### src/hdl/lzwd_pkg.sv
package lzwd_pkg;

	// default width of the length register and of the consumed count
	localparam int LenBitsDef = 16;

	localparam int ByteW   = 8;
	localparam int WinAw   = 8;
	localparam int WinDepth = 1 << WinAw;
	localparam int TokW    = 13;
	localparam int HeldW   = 4;
	localparam int CntW    = 5;

	localparam logic [ByteW-1:0] WinFill    = 8'h20;
	localparam logic [WinAw-1:0] WriteStart = 8'hEF;
	localparam logic [HeldW-1:0] LitHeld    = 4'd9;
	localparam logic [HeldW-1:0] CopyHeld   = 4'd13;
	localparam logic [CntW-1:0]  CopyBias   = 5'd2;
	localparam int               RoundBias  = 6;

	// bit stream from the input shifter to the token engine
	typedef struct packed {
		logic vld;
		logic dat;
	} lzwd_bit_t;

	// engine status seen by the input shifter
	typedef struct packed {
		logic drop;
		logic busy;
		logic halt;
	} lzwd_stat_t;

	typedef enum logic [1:0] {
		ENG_TOKEN,
		ENG_READ,
		ENG_EMIT
	} lzwd_state_t;

endpackage

### src/hdl/lzwd_ram.sv
module lzwd_ram #(
	parameter int WIDTH = 8,
	parameter int DEPTH = 256
) (
	input  logic                     clk,
	input  logic                     we,
	input  logic [$clog2(DEPTH)-1:0] waddr,
	input  logic [WIDTH-1:0]         wdata,
	input  logic                     re,
	input  logic [$clog2(DEPTH)-1:0] raddr,
	output logic [WIDTH-1:0]         rdata
);

	logic [WIDTH-1:0] mem_q [DEPTH];
	logic [WIDTH-1:0] rdata_q;

	always_ff @(posedge clk) begin
		if (we) begin
			mem_q[waddr] <= wdata;
		end
		if (re) begin
			rdata_q <= mem_q[raddr];
		end
	end

	assign rdata = rdata_q;

endmodule

### src/hdl/lzwd_bit_feed.sv
module lzwd_bit_feed (
	input  logic               clk,
	input  logic               arst_n,
	input  logic               src_valid,
	output logic               src_stall,
	input  logic [7:0]         in_byte,
	input  lzwd_pkg::lzwd_stat_t stat,
	input  logic               take,
	output lzwd_pkg::lzwd_bit_t  bits
);

	import lzwd_pkg::*;

	logic [ByteW-1:0] sh_q;
	logic [3:0]       cnt_q;
	logic             xfer;

	assign src_stall = (cnt_q != 4'd0) || stat.busy;
	assign xfer      = src_valid && !src_stall;

	always_ff @(posedge clk or negedge arst_n) begin
		if (!arst_n) begin
			cnt_q <= 4'd0;
		end else if (stat.halt) begin
			cnt_q <= 4'd0;
		end else if (xfer) begin
			// ignored bytes are taken but never shifted out to the engine
			if (!stat.drop) begin
				cnt_q <= 4'(ByteW);
			end
		end else if (take) begin
			cnt_q <= cnt_q - 4'd1;
		end
	end

	always_ff @(posedge clk) begin
		if (xfer) begin
			sh_q <= in_byte;
		end else if (take) begin
			sh_q <= {sh_q[ByteW-2:0], 1'b0};
		end
	end

	assign bits.vld = (cnt_q != 4'd0) && !stat.halt;
	assign bits.dat = sh_q[ByteW-1];

endmodule

### src/hdl/lzwd_engine.sv
module lzwd_engine #(
	parameter int LENGTH_BITS = lzwd_pkg::LenBitsDef
) (
	input  logic                   clk,
	input  logic                   arst_n,
	input  lzwd_pkg::lzwd_bit_t    bits,
	output logic                   take,
	output lzwd_pkg::lzwd_stat_t   stat,
	input  logic [LENGTH_BITS-1:0] decoded_length,
	output logic                   dec_valid,
	input  logic                   dec_stall,
	output logic [7:0]             out_byte,
	output logic                   last,
	output logic [LENGTH_BITS-1:0] consumed_bytes
);

	import lzwd_pkg::*;

	localparam int UsedW = LENGTH_BITS + 4;
	localparam int QW    = UsedW - 2;
	localparam logic [UsedW-1:0] UsedMax = {UsedW{1'b1}};

	lzwd_state_t state_q, state_d;

	logic [TokW-1:0]        tok_q;
	logic [HeldW-1:0]       held_q;
	logic [UsedW-1:0]       used_q;
	logic [LENGTH_BITS-1:0] prod_q;
	logic                   fin_q;
	logic [WinAw-1:0]       wp_q;
	logic [WinAw-1:0]       rd_addr_q;
	logic [CntW-1:0]        cnt_q;
	logic [WinDepth-1:0]    wvld_q;
	logic                   rvld_q;
	logic                   out_valid_q;
	logic [ByteW-1:0]       out_byte_q;
	logic                   last_q;
	logic [LENGTH_BITS-1:0] cons_q;

	logic [TokW-1:0]        nt;
	logic [HeldW-1:0]       held_n;
	logic [UsedW-1:0]       used_n;
	logic [UsedW-1:0]       used_cur;
	logic [UsedW:0]         used_sum;
	logic [QW-1:0]          used_q8;
	logic [LENGTH_BITS-1:0] cons_sat;
	logic [LENGTH_BITS-1:0] prod_n;
	logic                   last_n;
	logic                   can_emit;
	logic                   lit;
	logic                   cpy;
	logic                   emit_en;
	logic [ByteW-1:0]       emit_dat;
	logic                   ram_re;
	logic [ByteW-1:0]       ram_rdata;

	assign can_emit = !out_valid_q || !dec_stall;
	assign take     = (state_q == ENG_TOKEN) && bits.vld && !fin_q && can_emit;

	assign nt     = {tok_q[TokW-2:0], bits.dat};
	assign held_n = held_q + 4'd1;
	assign used_n = (used_q == UsedMax) ? used_q : used_q + UsedW'(1);
	assign lit    = take && (held_n == LitHeld) && nt[ByteW];
	assign cpy    = take && (held_n == CopyHeld);

	assign prod_n = prod_q + LENGTH_BITS'(1);
	assign last_n = (prod_n == decoded_length);

	// consumed count: (bits used + 6) / 8, saturated
	assign used_cur = take ? used_n : used_q;
	assign used_sum = {1'b0, used_cur} + (UsedW + 1)'(RoundBias);
	assign used_q8  = used_sum[UsedW:3];
	assign cons_sat = (used_q8[QW-1:LENGTH_BITS] != 2'b00) ? {LENGTH_BITS{1'b1}}
		: used_q8[LENGTH_BITS-1:0];

	assign stat.drop = fin_q || (prod_q >= decoded_length);
	assign stat.busy = (state_q != ENG_TOKEN);
	assign stat.halt = fin_q;

	always_comb begin
		state_d = state_q;
		unique case (state_q)
			ENG_TOKEN: begin
				if (cpy) begin
					state_d = ENG_READ;
				end
			end
			ENG_READ: begin
				state_d = ENG_EMIT;
			end
			ENG_EMIT: begin
				if (can_emit) begin
					if (cnt_q == CntW'(1) || last_n) begin
						state_d = ENG_TOKEN;
					end else begin
						state_d = ENG_READ;
					end
				end
			end
			default: begin
				state_d = ENG_TOKEN;
			end
		endcase
	end

	always_comb begin
		emit_en  = 1'b0;
		emit_dat = nt[ByteW-1:0];
		ram_re   = 1'b0;
		unique case (state_q)
			ENG_TOKEN: begin
				emit_en = lit;
			end
			ENG_READ: begin
				ram_re = 1'b1;
			end
			ENG_EMIT: begin
				emit_en  = can_emit;
				emit_dat = rvld_q ? ram_rdata : WinFill;
			end
			default: begin
				emit_en = 1'b0;
			end
		endcase
	end

	lzwd_ram #(
		.WIDTH(ByteW),
		.DEPTH(WinDepth)
	) u_win (
		.clk  (clk),
		.we   (emit_en),
		.waddr(wp_q),
		.wdata(emit_dat),
		.re   (ram_re),
		.raddr(rd_addr_q),
		.rdata(ram_rdata)
	);

	always_ff @(posedge clk or negedge arst_n) begin
		if (!arst_n) begin
			state_q     <= ENG_TOKEN;
			tok_q       <= '0;
			held_q      <= '0;
			used_q      <= '0;
			prod_q      <= '0;
			fin_q       <= 1'b0;
			wp_q        <= WriteStart;
			cnt_q       <= '0;
			wvld_q      <= '0;
			out_valid_q <= 1'b0;
		end else begin
			state_q <= state_d;
			if (take) begin
				used_q <= used_n;
				if (lit || cpy) begin
					tok_q  <= '0;
					held_q <= '0;
				end else begin
					tok_q  <= nt;
					held_q <= held_n;
				end
			end
			if (cpy) begin
				cnt_q <= {1'b0, nt[3:0]} + CopyBias;
			end else if (state_q == ENG_EMIT && can_emit) begin
				cnt_q <= cnt_q - CntW'(1);
			end
			if (emit_en) begin
				wp_q         <= wp_q + WinAw'(1);
				wvld_q[wp_q] <= 1'b1;
				prod_q       <= prod_n;
				out_valid_q  <= 1'b1;
				if (last_n) begin
					fin_q <= 1'b1;
				end
			end else if (!dec_stall) begin
				out_valid_q <= 1'b0;
			end
		end
	end

	always_ff @(posedge clk) begin
		if (cpy) begin
			rd_addr_q <= nt[11:4];
		end else if (state_q == ENG_EMIT && can_emit) begin
			rd_addr_q <= rd_addr_q + WinAw'(1);
		end
		if (ram_re) begin
			rvld_q <= wvld_q[rd_addr_q];
		end
		if (emit_en) begin
			out_byte_q <= emit_dat;
			last_q     <= last_n;
			cons_q     <= last_n ? cons_sat : '0;
		end
	end

	assign dec_valid      = out_valid_q;
	assign out_byte       = out_byte_q;
	assign last           = last_q;
	assign consumed_bytes = cons_q;

endmodule

### src/hdl/lzss_window_decoder.sv
// channel | handshake              | payload
// src     | src_valid / src_stall  | in_byte
// dec     | dec_valid / dec_stall  | out_byte, last, consumed_bytes
// cfg     | cfg_we (no stall)      | cfg_data -> decoded_length
//
// each accepted byte is loaded into the shifter, then shifted out one bit at a time as the engine takes it
// for each copied byte a copy token does a window read, then an emit
// arst_n clears control state; the window reads as 0x20 until written
// a stall on dec while a result is held freezes both the bit shifter and the copy sequence
// a byte that arrives after the length is reached is taken and ignored
module lzss_window_decoder #(
	parameter int LENGTH_BITS = lzwd_pkg::LenBitsDef
) (
	input  logic                   clk,
	input  logic                   arst_n,
	// configuration
	input  logic                   cfg_we,
	input  logic [LENGTH_BITS-1:0] cfg_data,
	// compressed byte stream
	input  logic                   src_valid,
	output logic                   src_stall,
	input  logic [7:0]             in_byte,
	// decoded byte stream
	output logic                   dec_valid,
	input  logic                   dec_stall,
	output logic [7:0]             out_byte,
	output logic                   last,
	output logic [LENGTH_BITS-1:0] consumed_bytes
);

	import lzwd_pkg::*;

	logic [LENGTH_BITS-1:0] len_q;
	lzwd_bit_t              bits;
	lzwd_stat_t             stat;
	logic                   take;

	// length register, takes effect at once and clears nothing else
	always_ff @(posedge clk or negedge arst_n) begin
		if (!arst_n) begin
			len_q <= '0;
		end else if (cfg_we) begin
			len_q <= cfg_data;
		end
	end

	// input byte shifter, one bit per cycle toward the engine while the engine takes bits
	lzwd_bit_feed u_feed (
		.clk      (clk),
		.arst_n   (arst_n),
		.src_valid(src_valid),
		.src_stall(src_stall),
		.in_byte  (in_byte),
		.stat     (stat),
		.take     (take),
		.bits     (bits)
	);

	// token assembly, copy sequencing, window and output register
	lzwd_engine #(
		.LENGTH_BITS(LENGTH_BITS)
	) u_eng (
		.clk           (clk),
		.arst_n        (arst_n),
		.bits          (bits),
		.take          (take),
		.stat          (stat),
		.decoded_length(len_q),
		.dec_valid     (dec_valid),
		.dec_stall     (dec_stall),
		.out_byte      (out_byte),
		.last          (last),
		.consumed_bytes(consumed_bytes)
	);

endmodule

### config.mk
export PLATFORM = sky130hd
export DESIGN_NAME = lzss_window_decoder
export DESIGN_NICKNAME = d
export VERILOG_FILES = /design/src/hdl/lzwd_pkg.sv /design/src/hdl/lzwd_ram.sv /design/src/hdl/lzwd_bit_feed.sv /design/src/hdl/lzwd_engine.sv /design/src/hdl/lzss_window_decoder.sv
export SDC_FILE = /design/constraint.sdc
export NUM_CORES = 2
export LEC_CHECK = 0
export ABC_AREA = 1
export BUFFER_PORTS_ARGS = -buffer_cell sky130_fd_sc_hd__buf_2
export CAP_MARGIN = 20
export CORE_UTILIZATION = 60
export DETAILED_ROUTE_END_ITERATION = 6
export HOLD_SLACK_MARGIN = 0.15
export PLACE_DENSITY = 0.76
export SYNTH_ARGS = -nofsm -noshare
export SYNTH_HDL_FRONTEND = slang
export SYNTH_SLANG_ARGS = --single-unit
### constraint.sdc
create_clock -name clk -period 15.5 [get_ports clk]
set_input_delay 3.1 -clock clk [delete_from_list [all_inputs] [get_ports clk]]
set_output_delay 3.1 -clock clk [all_outputs]
set_load 0.01 [all_outputs]
==> results by group <==
Yosys
  • Mux cell area share after synthesis: 0.0114%
  • Post-Synth XOR/XNOR Area: 0.408%
  • Distinct cell type count after synthesis: 47
  • Simple-gate area share of the yosys netlist: 10.7%
  • Synth Flop Type: edfxtp_1
  • Largest family of logic cells by synthesized area: compound AO/OA/AOI/OAI gates
  • Synth Area in Compound Gates: 12.7%
  • Syn Area/Cell: 12.2 sq um
  • Post-synthesis adder-cell area fraction: 0.380%
  • Synth Warn #: 0
  • Post-synthesis cell area: 98,900 sq um
  • Post-synthesis sequential area ratio: 72.4%
  • #FFs+latches synth: 2,442
  • Async S/R FF share, synth: 14.1%
  • Synth Instances: 8,084
  • Net Count, Synth: 8,143
  • EDFF count, synth: 2,098

Timing
  • Total Negative Setup Slacks: 0 ns
  • Final Cycle Share: 43.2%
  • Max Freq: 0.150 GHz
  • Hold Violations, Final: 0
  • Headroom to the max-slew limit: 21.3%
  • Fin Clk Skew: 0.0328 ns
  • Final setup violating endpoints: 0
  • RSZ-0062 raised after global routing: false
  • Tightest Pin Transition: 1.18 ns
  • Minimum clock period after layout: 6.69 ns
  • Max Slew Vio Count: 0

Job
  • Max Cap Violations: 0

Hold path
  • Hold Crit Class: reg2reg

Power
  • Combinational Power Share: 24.2%
  • Sw Ratio: 33.2%
  • PwrDens: 168 nW/um^2
  • Clk pwr share: 31.5%
  • Worst vdd ir: 0.000209 V
  • Sequential power share: 44.3%
  • P_sw: 6.06 mW
  • Leakage: 37.3 nW
  • Int Power: 12.2 mW

Outcome
  • Failing checks: DRC
  • Status: complete, but fails checks

GRT
  • Total GRT Usage: 32.4%
  • Vias in the first global route: 64,092
  • Pin count of the biggest net entering global routing: 210
  • First-pass GRT wire length: 404,000 um
  • GRT overflow: 0
  • Initial antenna violation count: 8

Cells and area
  • Final core occ: 66.6%
  • Fin cells: 10,299
  • Most frequent cells in the layout: edfxtp_1, nor2_1, o21ai_0, nand2_1, nand3_1
  • Area Growth Syn to Fin: 9.88%
  • Nets@finish: 7,973
  • Fillers: 11,346
  • Share of layout cells above drive strength 1: 9.11%
  • Commonest non-fill, non-tap cell in the layout: edfxtp_1

Detailed routing
  • Post-Route WL: 274,000 um
  • Initial DRC Count: 11,000
  • Via density: 6.55
  • Routed wire per std cell: 26.6 um
  • Metal3 WL: 34,000 um
  • Met2 wire length: 124,000 um
  • Routed Antenna Nets: 0
  • DR vias: 67,435
  • Highest routed layer: met5
  • Residual DRC: 1
  • TritonRoute pass-1 iters: 7
  • Wl on met1: 102,000 um

Critical path
  • Max FO, Critical Path: 59
  • Setup crit end kind: register
  • Crit path kind: in2reg
  • Startpoint Class: primary input
  • CP required: 16.01 ns
  • WP data arrival: 7.20 ns

CTS
  • Post-CTS sizing: 0
  • CTS tree: yes
  • Clk sink count: 2,442
  • CTS hold repair buffers: 0
  • Root Buffer: clkbuf_16
  • Post CTS Setup Buffer Count: 0
  • Num CTS Buffers: 228
  • Max Buffers Root-to-Sink: 3
  • Worst-Skew Late Latency: 0.90 ns
  • H-tree levels: 4
  • Clk slew on worst S/H paths: 0.06 ns

Floorplan
  • Initial Util: 60.6%
  • Die X: 408 um
  • Cell Rows: 148
  • Core ar.: 163,000 sq um
  • Die Y: 408 um
  • Ports: 56
  • DIE AREA: 166,000 sq um

Placement
  • Routability cong.: 0.932
  • Placed cell count: 9,856
  • Post-DP HPWL: 157,000 um
  • IO Port Bufs: 55
==> cell usage after synthesis, types with 111 or more instances <==
cell / number / area (sq um)
nand3_1: 423 / 2120
nor2_1: 1376 / 5160
dfrtp_1: 337 / 8430
or2_2: 111 / 694
o221ai_1: 203 / 1780
clkbuf_1: 447 / 1680
inv_1: 277 / 1040
a21oi_1: 255 / 1280
o22ai_1: 332 / 2080
edfxtp_1: 2098 / 63000
nand2_1: 480 / 1800
o21ai_0: 1338 / 6700
==> worst max-delay path: stages <==
cell     delay, ns
buf_2         0.11
nand2_1       0.14
nand3_2       0.11
nor2_4        0.10
buf_4         0.44
nand4_1       0.24
nand2_2       0.13
buf_4         0.59
nand3_2       0.95
buf_4         0.61
nor2_1        0.56
==> metal layers <==
metal	vias up	track usage, %
li1	29094	-
met1	32699	44.5
met2	4868	49.4
met3	764	7.93
met4	10	14.7
met5	-	0
==> flip-flops by register name (all words and copies together) (netlist names) <==
register,cells
u_eng.fin_q,1
u_eng.wp_q,8
u_eng.used_q,20
u_eng.consumed_bytes,16
u_eng.tok_q,11
u_eng.state_q,2
u_eng.held_q,4
u_eng.out_byte,8
u_feed.sh_q,8
u_eng.rvld_q,1
u_eng.u_win.mem_q,2048
u_eng.last,1
len_q,16
u_eng.rd_addr_q,8
u_eng.cnt_q,5
u_eng.wvld_q,256
u_feed.cnt_q,4
u_eng.prod_q,16
u_eng.u_win.rdata,8
u_eng.dec_valid,1
==> power by group through the flow <==
stage | Sequential, mW | Clock, mW | Combinational, mW
after floorplan | 8.73 | 0 | 2.40
after global placement | 8.23 | 0 | 4.20
after detailed placement | 8.23 | 0 | 4.25
after CTS | 8.09 | 5.78 | 4.27
after global routing | 8.11 | 6.02 | 4.62
final | 8.10 | 5.76 | 4.41
==> final timing paths <==
check / from / to / slack [ns] / cells after the start
worst min register to register: u_eng.fin_q / u_feed.cnt_q[3] / 0.43 / 1
worst min-delay path: u_eng.fin_q / u_feed.cnt_q[3] / 0.43 / 1
worst max register to register: u_eng.rd_addr_q[0] / u_eng.u_win.rdata[3] / 9.03 / 14
min in group asynchronous: arst_n / len_q[0] / 2.26 / 1
max in group asynchronous: arst_n / u_eng.wvld_q[234] / 11.61 / 2
worst max-delay path: dec_stall / u_eng.u_win.mem_q[17][3] / 8.81 / 11
==> cell type report <==
cell class | instances | area [sq um] | share of cell area, %
well taps | 2175 | 2720 | 2.51
repair buffers | 171 | 1360 | 1.25
clock inverters | 133 | 1450 | 1.34
clock buffers | 304 | 6350 | 5.85
multi-input cells | 4785 | 24000 | 22.1
diodes | 3 | 7.51 | 0.00691
inverters | 286 | 1100 | 1.01
flip-flops and latches | 2442 | 71600 | 65.9
==> logic make-up (layout without fill, tap and decap cells) <==
logic type,after synthesis,after routing
multiplexers,1,1
AND/OR/NAND/NOR,2487,2487
adder cells (fa/ha/maj),30,30
AO/OA/AOI/OAI,2221,2221
other,0,3
XOR/XNOR,46,46
flip-flops,2442,2442
buffers and inverters,857,894
==> through the flow <==
step / hold slack, ns / setup slack, ns / power (mW) / instance area (sq um)
2_1_floorplan: 0.399 / 2.53 / 11.1 / 98900
3_5_place_dp: 0.415 / 8.02 / 12.5 / 101000
4_1_cts: 0.425 / 8.93 / 18.1 / 109000
3_3_place_gp: 0.415 / 8.09 / 12.4 / 101000
5_1_grt: 0.467 / 8.67 / 18.8 / 109000
6_report: 0.427 / 8.81 / 18.3 / 109000
Power figures use the tool's default switching activity.
